## src/design/priority_scheduler_with_aging_unit_defines.svh

```systemverilog
// ----------------------------------------------------------------------------
// priority scheduler assertion macros
// shared concurrent assertion forms, sampled on clk and held off during reset
// ----------------------------------------------------------------------------
`ifndef PRIORITY_SCHEDULER_WITH_AGING_UNIT_DEFINES_SVH
`define PRIORITY_SCHEDULER_WITH_AGING_UNIT_DEFINES_SVH

// consequent checked in the same cycle as the antecedent
`define PSA_ASSERT_NOW(lbl, ante, cons, msg) \
	lbl: assert property (@(posedge clk) disable iff (!arst_n) (ante) |-> (cons)) \
		else $error(msg);

// consequent checked in the cycle after the antecedent
`define PSA_ASSERT_NEXT(lbl, ante, cons, msg) \
	lbl: assert property (@(posedge clk) disable iff (!arst_n) (ante) |=> (cons)) \
		else $error(msg);

`endif

```

## src/design/psa_pkg.sv

```systemverilog
// ----------------------------------------------------------------------------
// psa_pkg
// shared widths, register codes and inter-module structs of the scheduler
// ----------------------------------------------------------------------------
package psa_pkg;

	localparam int IDX_W     = 2;   // width of a slot index that can win
	localparam int MASK_BITS = 4;   // slots with a ready bit
	localparam int DP_W      = 7;   // dynamic priority width
	localparam int PRIO_W    = 4;   // configured priority width
	localparam int TC_W      = 3;   // task count width
	localparam int ADDR_W    = 4;
	localparam int DATA_W    = 32;
	localparam int REG_W     = 2;

	localparam logic [DP_W-1:0]   DP_MAX     = 7'd127;
	localparam logic [PRIO_W-1:0] PRIO_RESET = 4'd1;
	localparam logic [TC_W-1:0]   TC_RESET   = 3'd1;

	// register index codes
	localparam logic [REG_W-1:0] REG_TASK_COUNT = 2'd0;
	localparam logic [REG_W-1:0] REG_PRIO_1     = 2'd1;
	localparam logic [REG_W-1:0] REG_PRIO_2     = 2'd2;
	localparam logic [REG_W-1:0] REG_PRIO_3     = 2'd3;

	// running best handed from cell to cell
	typedef struct packed {
		logic              valid;
		logic [IDX_W-1:0]  idx;
		logic [DP_W-1:0]   prio;
	} tok_t;

	// per-transaction scan context
	typedef struct packed {
		logic [MASK_BITS-1:0] mask;
		logic [TC_W-1:0]      tc;
	} scan_ctl_t;

	// priority register write toward the cells
	typedef struct packed {
		logic              wr;
		logic [IDX_W-1:0]  slot;
		logic [PRIO_W-1:0] val;
	} cfg_wr_t;

	// slot-addressed command (aging or reload)
	typedef struct packed {
		logic             en;
		logic [IDX_W-1:0] idx;
	} slot_cmd_t;

endpackage

```

## src/design/psa_cell.sv

```systemverilog
// ----------------------------------------------------------------------------
// psa_cell
// one task slot: holds its priorities and yield count, compares against the
// running best passing through and forwards the result to the next cell
// ----------------------------------------------------------------------------
module psa_cell
	import psa_pkg::*;
#(
	parameter int IDX         = 1,
	parameter int YIELD_LIMIT = 2
) (
	input  logic              clk,
	input  logic              arst_n,
	input  scan_ctl_t         ctl,
	input  cfg_wr_t           cfg,
	input  slot_cmd_t         reload,
	input  slot_cmd_t         age_in,
	input  tok_t              tok_in,
	output tok_t              tok_out,
	output slot_cmd_t         age_out,
	output logic [PRIO_W-1:0] base
);

	localparam bit               IN_MASK = (IDX < MASK_BITS);
	localparam logic [IDX_W-1:0] IDX_V   = IDX_W'(IDX);
	localparam logic [TC_W-1:0]  IDX_TC  = TC_W'(IDX);
	localparam int               YC_W    = $clog2(YIELD_LIMIT + 1);
	localparam logic [YC_W-1:0]  YC_LIM  = YC_W'(YIELD_LIMIT);

	logic [PRIO_W-1:0] base_q;
	logic [DP_W-1:0]   dp_q;
	logic [YC_W-1:0]   yc_q;
	tok_t              tok_q;
	logic              eligible;
	logic              win;
	logic              hit_cfg;
	logic              hit_reload;
	logic              hit_age;

	assign eligible = IN_MASK && ctl.mask[IDX_V] && (IDX_TC < ctl.tc);
	assign win      = tok_in.valid && eligible && (dp_q > tok_in.prio);

	// displaced best other than idle gets aged
	assign age_out.en  = win && (tok_in.idx != '0);
	assign age_out.idx = tok_in.idx;

	assign hit_cfg    = IN_MASK && cfg.wr && (cfg.slot == IDX_V);
	assign hit_reload = IN_MASK && reload.en && (reload.idx == IDX_V);
	assign hit_age    = IN_MASK && age_in.en && (age_in.idx == IDX_V);

	always_ff @(posedge clk or negedge arst_n) begin
		if (!arst_n) begin
			tok_q <= '0;
		end else begin
			tok_q.valid <= tok_in.valid;
			if (win) begin
				tok_q.idx  <= IDX_V;
				tok_q.prio <= dp_q;
			end else begin
				tok_q.idx  <= tok_in.idx;
				tok_q.prio <= tok_in.prio;
			end
		end
	end

	always_ff @(posedge clk or negedge arst_n) begin
		if (!arst_n) begin
			base_q <= PRIO_RESET;
			dp_q   <= '0;
			yc_q   <= '0;
		end else if (hit_cfg) begin
			base_q <= cfg.val;
			dp_q   <= DP_W'(cfg.val);
			yc_q   <= '0;
		end else if (hit_reload) begin
			dp_q <= DP_W'(base_q);
			yc_q <= '0;
		end else if (hit_age) begin
			if (yc_q == YC_LIM) begin
				yc_q <= '0;
				if (dp_q != DP_MAX) begin
					dp_q <= dp_q + 1'b1;
				end
			end else begin
				yc_q <= yc_q + 1'b1;
			end
		end
	end

	assign tok_out = tok_q;
	assign base    = base_q;

endmodule

```

## src/design/priority_scheduler_with_aging_unit.sv

```systemverilog
// an accepted request seeds start_q, the running best walks the row of slot cells
// one cell per cycle, then waits in fin_valid_q and moves to out_valid_q (grant_valid)
// a new request is taken only once the winner of the last has left fin_valid_q
// a finished grant waits in the output register while the next request is taken
// reset: arst_n clears the busy and valid flags, dynamic priorities and yield counts to zero,
// task_count to 1 and every configured slot priority to 1
// ----------------------------------------------------------------------------
// priority_scheduler_with_aging_unit
// tick-driven task scheduler with priority aging over a chain of slot cells
// ----------------------------------------------------------------------------
`include "priority_scheduler_with_aging_unit_defines.svh"

module priority_scheduler_with_aging_unit
	import psa_pkg::*;
#(
	parameter int SLOT_COUNT  = 4,
	parameter int YIELD_LIMIT = 2
) (
	input  logic                 clk,
	input  logic                 arst_n,
	// request channel: one scheduling tick
	input  logic                 req_valid,
	output logic                 req_ready,
	input  logic [MASK_BITS-1:0] ready_mask,
	// grant channel
	output logic                 grant_valid,
	input  logic                 grant_ready,
	output logic [IDX_W-1:0]     chosen_slot,
	// apb configuration port
	input  logic                 psel,
	input  logic                 penable,
	input  logic                 pwrite,
	input  logic [ADDR_W-1:0]    paddr,
	input  logic [DATA_W-1:0]    pwdata,
	output logic [DATA_W-1:0]    prdata,
	output logic                 pready
);

	// ---------------------------------------------------------------- control
	logic                 busy_q;        // transaction in flight, scan or grant pending
	logic [MASK_BITS-1:0] mask_q;        // ready mask of the transaction in flight
	logic [TC_W-1:0]      tc_q;          // task_count register
	tok_t                 start_q;       // seed token: idle slot as the running best
	logic                 fin_valid_q;   // scan finished, winner waiting for the output
	logic [IDX_W-1:0]     fin_idx_q;
	logic                 out_valid_q;
	logic [IDX_W-1:0]     chosen_q;
	logic                 accept;
	logic                 deliver;

	// chain wiring: tok_w[k] enters cell k+1, tok_w[0] is the seed
	tok_t                 tok_w   [SLOT_COUNT];
	logic [SLOT_COUNT-1:0] tok_vld;
	slot_cmd_t            age_v   [1:SLOT_COUNT-1];
	logic [PRIO_W-1:0]    base_w  [1:SLOT_COUNT-1];
	logic [PRIO_W-1:0]    prio_rd [1:3];
	slot_cmd_t            age;
	slot_cmd_t            reload;
	scan_ctl_t            ctl;
	cfg_wr_t              cfg;
	logic                 apb_wr;
	logic [REG_W-1:0]     reg_idx;

	assign req_ready = !busy_q;
	assign accept    = req_valid && req_ready;

	// winner moves to the output register once it is free or being emptied
	assign deliver = fin_valid_q && (!out_valid_q || grant_ready);

	always_ff @(posedge clk or negedge arst_n) begin
		if (!arst_n) begin
			busy_q <= 1'b0;
		end else if (accept) begin
			busy_q <= 1'b1;
		end else if (deliver) begin
			busy_q <= 1'b0;
		end
	end

	// mask is held for the whole scan
	always_ff @(posedge clk) begin
		if (accept) begin
			mask_q <= ready_mask;
		end
	end

	always_ff @(posedge clk or negedge arst_n) begin
		if (!arst_n) begin
			start_q <= '0;
		end else begin
			start_q.valid <= accept;
			start_q.idx   <= '0;
			start_q.prio  <= '0;
		end
	end

	// ------------------------------------------------------------ slot chain
	assign tok_w[0] = start_q;
	assign ctl.mask = mask_q;
	assign ctl.tc   = tc_q;

	for (genvar k = 1; k < SLOT_COUNT; k++) begin : g_cell
		psa_cell #(
			.IDX         (k),
			.YIELD_LIMIT (YIELD_LIMIT)
		) u_cell (
			.clk     (clk),
			.arst_n  (arst_n),
			.ctl     (ctl),
			.cfg     (cfg),
			.reload  (reload),
			.age_in  (age),
			.tok_in  (tok_w[k-1]),
			.tok_out (tok_w[k]),
			.age_out (age_v[k]),
			.base    (base_w[k])
		);
	end

	for (genvar k = 0; k < SLOT_COUNT; k++) begin : g_vld
		assign tok_vld[k] = tok_w[k].valid;
	end

	// only the cell holding the token can raise an aging request
	always_comb begin
		age = '0;
		for (int k = 1; k < SLOT_COUNT; k++) begin
			if (age_v[k].en) begin
				age = age_v[k];
			end
		end
	end

	// granted slot falls back to its configured priority
	assign reload.en  = deliver;
	assign reload.idx = fin_idx_q;

	// ---------------------------------------------------------- grant output
	always_ff @(posedge clk or negedge arst_n) begin
		if (!arst_n) begin
			fin_valid_q <= 1'b0;
		end else if (tok_w[SLOT_COUNT-1].valid) begin
			fin_valid_q <= 1'b1;
		end else if (deliver) begin
			fin_valid_q <= 1'b0;
		end
	end

	always_ff @(posedge clk) begin
		if (tok_w[SLOT_COUNT-1].valid) begin
			fin_idx_q <= tok_w[SLOT_COUNT-1].idx;
		end
	end

	always_ff @(posedge clk or negedge arst_n) begin
		if (!arst_n) begin
			out_valid_q <= 1'b0;
		end else if (deliver) begin
			out_valid_q <= 1'b1;
		end else if (grant_ready) begin
			out_valid_q <= 1'b0;
		end
	end

	always_ff @(posedge clk) begin
		if (deliver) begin
			chosen_q <= fin_idx_q;
		end
	end

	assign grant_valid = out_valid_q;
	assign chosen_slot = chosen_q;

	// ------------------------------------------------------- register access
	assign pready  = 1'b1;
	assign apb_wr  = psel && penable && pwrite;
	assign reg_idx = paddr[ADDR_W-1:2];

	always_ff @(posedge clk or negedge arst_n) begin
		if (!arst_n) begin
			tc_q <= TC_RESET;
		end else if (apb_wr && (reg_idx == REG_TASK_COUNT)) begin
			tc_q <= pwdata[TC_W-1:0];
		end
	end

	// a zero priority would not rank above idle, so it is dropped
	assign cfg.wr   = apb_wr && (reg_idx != REG_TASK_COUNT) && (pwdata[PRIO_W-1:0] != '0);
	assign cfg.slot = reg_idx;
	assign cfg.val  = pwdata[PRIO_W-1:0];

	// absent slots read back their reset priority
	for (genvar r = 1; r <= 3; r++) begin : g_rd
		if (r < SLOT_COUNT) begin : g_present
			assign prio_rd[r] = base_w[r];
		end else begin : g_absent
			assign prio_rd[r] = PRIO_RESET;
		end
	end

	always_comb begin
		unique case (reg_idx)
			REG_TASK_COUNT: prdata = DATA_W'(tc_q);
			REG_PRIO_1:     prdata = DATA_W'(prio_rd[1]);
			REG_PRIO_2:     prdata = DATA_W'(prio_rd[2]);
			REG_PRIO_3:     prdata = DATA_W'(prio_rd[3]);
			default:        prdata = '0;
		endcase
	end

	// ------------------------------------------------------------ assertions
	`PSA_ASSERT_NOW(a_single_token, 1'b1, $onehot0(tok_vld), "more than one token in the chain")
	`PSA_ASSERT_NOW(a_fin_alone, fin_valid_q, tok_vld == '0, "token in chain while winner waits")
	`PSA_ASSERT_NOW(a_idle_clean, !busy_q, !fin_valid_q && (tok_vld == '0), "scan state while idle")
	`PSA_ASSERT_NEXT(a_accept_busy, accept, busy_q && start_q.valid, "accepted tick did not start")

endmodule
```

## config.mk

```make
export PLATFORM = sky130hd
export DESIGN_NAME = priority_scheduler_with_aging_unit
export DESIGN_NICKNAME = d
export VERILOG_FILES = /design/src/design/psa_pkg.sv /design/src/design/psa_cell.sv /design/src/design/priority_scheduler_with_aging_unit.sv
export VERILOG_INCLUDE_DIRS = /design/src /design/src/design
export SDC_FILE = /design/constraint.sdc
export NUM_CORES = 1
export LEC_CHECK = 0
export BUFFER_PORTS_ARGS = -buffer_cell sky130_fd_sc_hd__buf_2
export CORE_ASPECT_RATIO = 0.7
export CORE_MARGIN = 4
export CORE_UTILIZATION = 52
export CTS_BUF_LIST = sky130_fd_sc_hd__clkbuf_4 sky130_fd_sc_hd__clkbuf_8 sky130_fd_sc_hd__clkbuf_16
export CTS_CLUSTER_SIZE = 40
export DETAILED_ROUTE_END_ITERATION = 7
export PLACE_DENSITY = 0.76
export SETUP_SLACK_MARGIN = 0.3
export SYNTH_ARGS = -nofsm -noshare
export SYNTH_HDL_FRONTEND = slang
export SYNTH_SLANG_ARGS = --single-unit
```

## constraint.sdc

```tcl
create_clock -name clk -period 2.75 [get_ports clk]
set_input_delay 0 -clock clk [delete_from_list [all_inputs] [get_ports clk]]
set_output_delay 0 -clock clk [all_outputs]
set_load 0.02 [all_outputs]
```

---- Word level (Yosys, flattened, before mapping) ----
Index checks and enable logic that the tools add are counted.
word-level totals
  bits of input ports ..................... 47
  register bits after elaboration ......... 77
  logic and storage cells ................. 140
  output and inout port bits .............. 37
cells by class
  order comparisons ....................... 6
  add/sub/neg operators ................... 6
  reductions and logical operators ........ 50
  eq/ne operators ......................... 15
  mux-type cells .......................... 38
operators by type and width
  operator                                                                          number
  32-bit one-hot mux with 4 select lines                                            1
  7-bit two-way mux                                                                 15
  1-bit logical AND                                                                 27
  3-bit nonzero test                                                                9
  2-bit two-way mux                                                                 12
  7-bit by 1-bit adder with 7-bit output (second input constant)                    3
  7-bit inequality test (second input constant)                                     3
  2-bit equality test (second input constant)                                       9
  9-bit two-way mux                                                                 2
  7-bit greater-than comparator                                                     2
  2-bit nonzero test                                                                6
  3-bit AND reduction                                                               3
  8-bit two-way mux                                                                 1
  7-bit by 1-bit greater-than comparator with 1-bit output (second input constant)  1
  2-bit by 1-bit adder with 2-bit output (second input constant)                    3
  2-bit by 1-bit equality test with 1-bit output (second input constant)            3
  2-bit by 3-bit < comparator with 1-bit output (first input constant)              2
  3-bit two-way mux                                                                 2
  1-bit two-way mux                                                                 5
  4-bit nonzero test                                                                1
  1-bit by 3-bit < comparator with 1-bit output (first input constant)              1
  1-bit logical NOT                                                                 2
  2-bit logical NOT                                                                 1
  1-bit logical OR                                                                  1

---- Depth between registers and ports, before layout ----
  depth in word-level cells ............... 12
  depth in mapped cells ................... 8
  depth with buffers taken out ............ 8

---- Cells and area by module ----
A second synthesis with hierarchy kept.
second synthesis, totals
  cell total of the unflattened synthesis .. 446
  area total of the unflattened synthesis .. 4,689.5 µm²
modules (own cells, without submodules)
  module                              area an instance (µm²)  cells each  sequential area each (µm²)  instances
  psa_cell at g_cell[2].u_cell        1,305.0                 126         576.8                       1
  psa_cell at g_cell[3].u_cell        1,228.7                 120         576.8                       1
  psa_cell at g_cell[1].u_cell        1,227.4                 121         576.8                       1
  priority_scheduler_with_aging_unit  928.4                   79          416.6                       1

---- Least setup slack after synthesis ----
OpenSTA, ideal clock, no wires.
  path kind ............................... flip-flop to flip-flop
  start point ............................. register g_cell[3].u_cell.dp_q[6]
  end point ............................... register g_cell[1].u_cell.dp_q[1]
  required time ........................... 2.622 ns
  path buffers ............................ 0
  path slack .............................. 0.591 ns
  clock period less this slack ............ 2.159 ns
  cell stages (with the launch flop) ...... 8
  data arrival time ....................... 2.032 ns
  setup time .............................. 0.128 ns
  cell sequence ........................... dfrtp_1 -> ha_1 -> nand4_2 -> a21o_1 -> a211o_1 -> a211oi_4 -> nor2_2 -> mux2_1
on the way
  cells in the longest elaborated chain, start to end .. 8
RTL lines
  element                                         RTL line                                   source
  start: declaration                              psa_cell.sv:31                             logic [DP_W-1:0] dp_q;
  start signal: assignment                        psa_cell.sv:73                             dp_q <= DP_W'(cfg.val);
  start signal: assignment                        psa_cell.sv:76                             dp_q <= DP_W'(base_q);
  start signal: assignment                        psa_cell.sv:82                             dp_q <= dp_q + 1'b1;
  7-bit greater-than comparator (*)               psa_cell.sv:41                             assign win = tok_in.valid && eligible && (dp_q > tok_in.prio);
  1-bit logical AND (*)                           psa_cell.sv:41
  1-bit logical AND (*)                           psa_cell.sv:44                             assign age_out.en = win && (tok_in.idx != '0);
  3-bit two-way mux (*)                           priority_scheduler_with_aging_unit.sv:128  if (age_v[k].en) begin
  2-bit by 1-bit equality test with 1-bit output  psa_cell.sv:49                             assign hit_age = IN_MASK && age_in.en && (age_in.idx == IDX_V);
  1-bit logical AND (*)                           psa_cell.sv:49
  3-bit nonzero test (no line) (*)                -
  3-bit AND reduction (no line) (*)               -
  end signal: assignment                          psa_cell.sv:73
  end signal: assignment                          psa_cell.sv:76
  end signal: assignment                          psa_cell.sv:82
  end: declaration                                psa_cell.sv:31
Every way passes the cells marked *; elsewhere a longest branch is shown, timed or not.
A chain may end at the register's enable or synchronous reset.

---- Worst setup path in the final report ----
  start point ............................. register g_cell[3].u_cell.dp_q[5]
  end point ............................... register g_cell[1].u_cell.dp_q[1]
Same word-level chain as after synthesis.

==> impl_metrics.env <==
export IMPL_cts_tree="done"
export IMPL_insertion_delay_ns=0.35
export IMPL_routedWlPerCell_um=15.4
export IMPL_synth_top_area_share_pct=39.5
export IMPL_ys_seq_elements=75
export IMPL_seqPwrFrac_pct=45.6
export IMPL_path_clk_slew_ns=0.07
export IMPL_ys_flop_type="dfrtp_1"
export IMPL_io_buffers=23
export IMPL_r2r_end="g_cell[1].u_cell.dp_q[1]$_DFFE_PN0P_"
export IMPL_setup_violations=0
export IMPL_comb_power_share_pct=30.8
export IMPL_status="complete, no violations"
export IMPL_gp_congestion=0.816
export IMPL_finalClockSkew_ns=0.00579
export IMPL_min_to="start_q[9]$_DFF_PN0_"
export IMPL_yosys_top_cells_area="dfrtp_1 40%, ha_1 5.6%, mux2_2 5.6%"
export IMPL_die_w_um=114
export IMPL_worstHoldStart="req_valid"
export IMPL_crit_arrival_ns=2.60
export IMPL_p_per_area_nw_per_um2=802
export IMPL_post_route_drc_count=0
export IMPL_slowest_delay_ns=0.42
export IMPL_antenna_found_initial=0
export IMPL_cp_max_fo=7
export IMPL_post_route_cells_drive_above_1_share_pct=21.4
export IMPL_syn2layout_area_growth_pct=11.7
export IMPL_cp_top_family="compound AO/OA/AOI/OAI gates"
export IMPL_drv_slew=0
export IMPL_drt_iter0_markers=241
export IMPL_finalWirelength_um=8120
export IMPL_crit_required_ns=2.99
export IMPL_relSlewSlack_pct=44.1
export IMPL_synth_edff_count=7
export IMPL_grt_pass1_wl_um=13300
export IMPL_grt_pass1_vias=2754
export IMPL_power_internal_w=0.00235
export IMPL_peakVddDrop_uv=445
export IMPL_p_leak_nw=2.14
export IMPL_r2r_cells=8
export IMPL_syn_cell_area_um2=4050
export IMPL_reg2reg_from="g_cell[3].u_cell.dp_q[5]$_DFFE_PN0P_"
export IMPL_antenna_cells=0
export IMPL_path_cells="ha_1 > nand4_2 > a21o_1 > a211o_4 > a211oi_4 > buf_4 > nor2_2 > mux2_1"
export IMPL_grt_overflow=0
export IMPL_num_rows=26
export IMPL_rsz0062_at_grt="true"
export IMPL_numCtsBuffers=9
export IMPL_cts_htree_levels=3
export IMPL_coreArea_um2=7450
export IMPL_fillCellCount=601
export IMPL_cts_sinks=75
export IMPL_switching_power_w=0.00128
export IMPL_final_common_cell="dfrtp_1"
export IMPL_start_kind="flop"
export IMPL_worst_path_max_delay_cell="dfrtp_1"
export IMPL_fin_crit_ns=2.37
export IMPL_grt_total_usage_pct=18.7
export IMPL_reg2reg_slack_ns=0.38
export IMPL_hp_class="input pin to flop"
export IMPL_die_y_um=81.9
export IMPL_hold_depth=2
export IMPL_final_util_pct=60.7
export IMPL_swShare_pct=35.3
export IMPL_syn_avg_cell_area_um2=10.6
export IMPL_fin_crit_sh_pct=86.1
export IMPL_yosys_area_top_type="dfrtp_1"
export IMPL_cts_root_buf="clkbuf_8"
export IMPL_routed_via_density=5.23
export IMPL_max_freq_ghz=0.422
export IMPL_worstMarginPinSlew_ns=0.838
export IMPL_cp_buffers_inverters=1
export IMPL_ant_nets=0
export IMPL_drt_first_pass_iters=4
export IMPL_layout_common_cells="64 x dfrtp_1, 30 x nand2_1, 29 x conb_1"
export IMPL_vias=2754
export IMPL_synthArstFlopShare_pct=90.7
export IMPL_dpl_hpwl_um=6020
export IMPL_start_util_pct=54.4
export IMPL_synthCells=381
export IMPL_dieArea_um2=9290
export IMPL_ios=84
export IMPL_hold_viol_final=0
export IMPL_grt_start_max_net_pins=69
export IMPL_clockPowerShare_pct=23.5
export IMPL_ys_warn_count=0
export IMPL_end_kind="flop"
export IMPL_tns_ns=0
export IMPL_ctsLongestPathBuffers=2
export IMPL_fin_nets=489
export IMPL_ys_types=62
export IMPL_seq_area_frac_synth_pct=47.3
export IMPL_cap_violations=0
export IMPL_critPathKind="flop to flop"
cell type report:
class                           instances  area, µm²  share of cell area, %
Clock inverter                          5       51.3                   1.13
Tap cell                               98        123                   2.71
Sequential cell                        75       1920                   42.4
Clock buffer                           11        151                   3.35
Multi-Input combinational cell        270       1910                   42.2
Timing Repair Buffer                   41        273                   6.03
Inverter                               27        101                   2.24
power by group through the flow:
stage / sequential, W / combinational, W / clock, W
floorplan: 0.00160 / 0.000856 / 0
global placement: 0.00166 / 0.00102 / 0
detailed placement: 0.00167 / 0.00108 / 0
CTS: 0.00165 / 0.00109 / 0.000876
global route: 0.00170 / 0.00127 / 0.000927
finish: 0.00166 / 0.00112 / 0.000854
sequential cells by signal (all words and copies together) (netlist names):
| signal | count |
|---|---|
| fin_idx_q | 2 |
| fin_valid_q | 1 |
| busy_q | 1 |
| g_cell.u_cell.dp_q | 21 |
| g_cell.u_cell.base | 12 |
| chosen_slot | 2 |
| mask_q | 3 |
| grant_valid | 1 |
| g_cell.u_cell.tok_out | 22 |
| tc_q | 3 |
| g_cell.u_cell.yc_q | 6 |
| start_q | 1 |
worst max-delay path by stage:
stage	slack, ns	cells after the start	start	end
floorplan	0.59	7	g_cell[3].u_cell.dp_q[6]$_DFFE_PN0P_	g_cell[1].u_cell.dp_q[1]$_DFFE_PN0P_
detailed placement	0.35	7	g_cell[3].u_cell.dp_q[6]$_DFFE_PN0P_	g_cell[1].u_cell.dp_q[1]$_DFFE_PN0P_
global route	0.25	8	g_cell[3].u_cell.dp_q[4]$_DFFE_PN0P_	g_cell[1].u_cell.dp_q[1]$_DFFE_PN0P_
CTS	0.33	7	g_cell[3].u_cell.dp_q[6]$_DFFE_PN0P_	g_cell[1].u_cell.dp_q[1]$_DFFE_PN0P_
global placement	0.40	7	g_cell[3].u_cell.dp_q[6]$_DFFE_PN0P_	g_cell[1].u_cell.dp_q[1]$_DFFE_PN0P_
finish	0.38	8	g_cell[3].u_cell.dp_q[5]$_DFFE_PN0P_	g_cell[1].u_cell.dp_q[1]$_DFFE_PN0P_
Yosys cell counts, drive strengths merged, types with 5 or more instances:
master / n
a21o: 5
a21oi: 19
and2: 8
and3: 8
buf: 35
dfrtp: 64
edfxtp: 7
ha: 18
inv: 27
mux2: 21
mux2i: 5
nand2: 30
nand2b: 8
nand3: 14
nor2: 24
o21ai: 17
xnor2: 6
xor2: 5
cell families after synthesis:
family	Yosys count	share of synthesized area (%)
AO/OA/AOI/OAI	65	10.8
XOR/XNOR	11	2.38
adder cells (fa/ha/maj)	18	5.56
buffers and inverters	63	8.71
flip-flops	75	47.3
multiplexers	29	8.74
other	2	0.185
AND/OR/NAND/NOR	118	16.4
per-stage QoR:
step / hold WS (ns) / setup slack [ns] / area (µm²) / total power [W] / instances
floorplan: -0.296 / 0.591 / 4150 / 0.00246 / 408
global placement: 0.181 / 0.402 / 4180 / 0.00268 / 498
detailed placement: 0.180 / 0.348 / 4180 / 0.00275 / 498
CTS: 0.0319 / 0.326 / 4470 / 0.00362 / 523
global route: 0.0419 / 0.254 / 4530 / 0.00389 / 527
finish: 0.0350 / 0.383 / 4530 / 0.00363 / 527
worst reg2reg max path: cells and delay by family, from the launching register on:
family	cells	cell delay [ns]
buffers and inverters	1	0.19
AOI/OAI and AO/OA	3	0.81
DFF	1	0.42
adders and majority gates	1	0.32
muxes	1	0.31
and+or+nand+nor	2	0.20
layer usage:
metal	share of wire (%)	up-vias	track usage (%)
li1	-	1361	-
met1	46	1332	24.9
met2	46	52	28.8
met3	7.3	9	6.48
met4	1.1	0	6.24
met5	0	-	0
timing repair:
item,4_1_cts,5_1_grt
resized for setup,0,4
endpoints found under the hold margin,77,0
endpoints found under the setup margin,0,6
hold buffers,9,0
buffers inserted,0,4
Note: power is estimated with default switching activity, not from simulation.
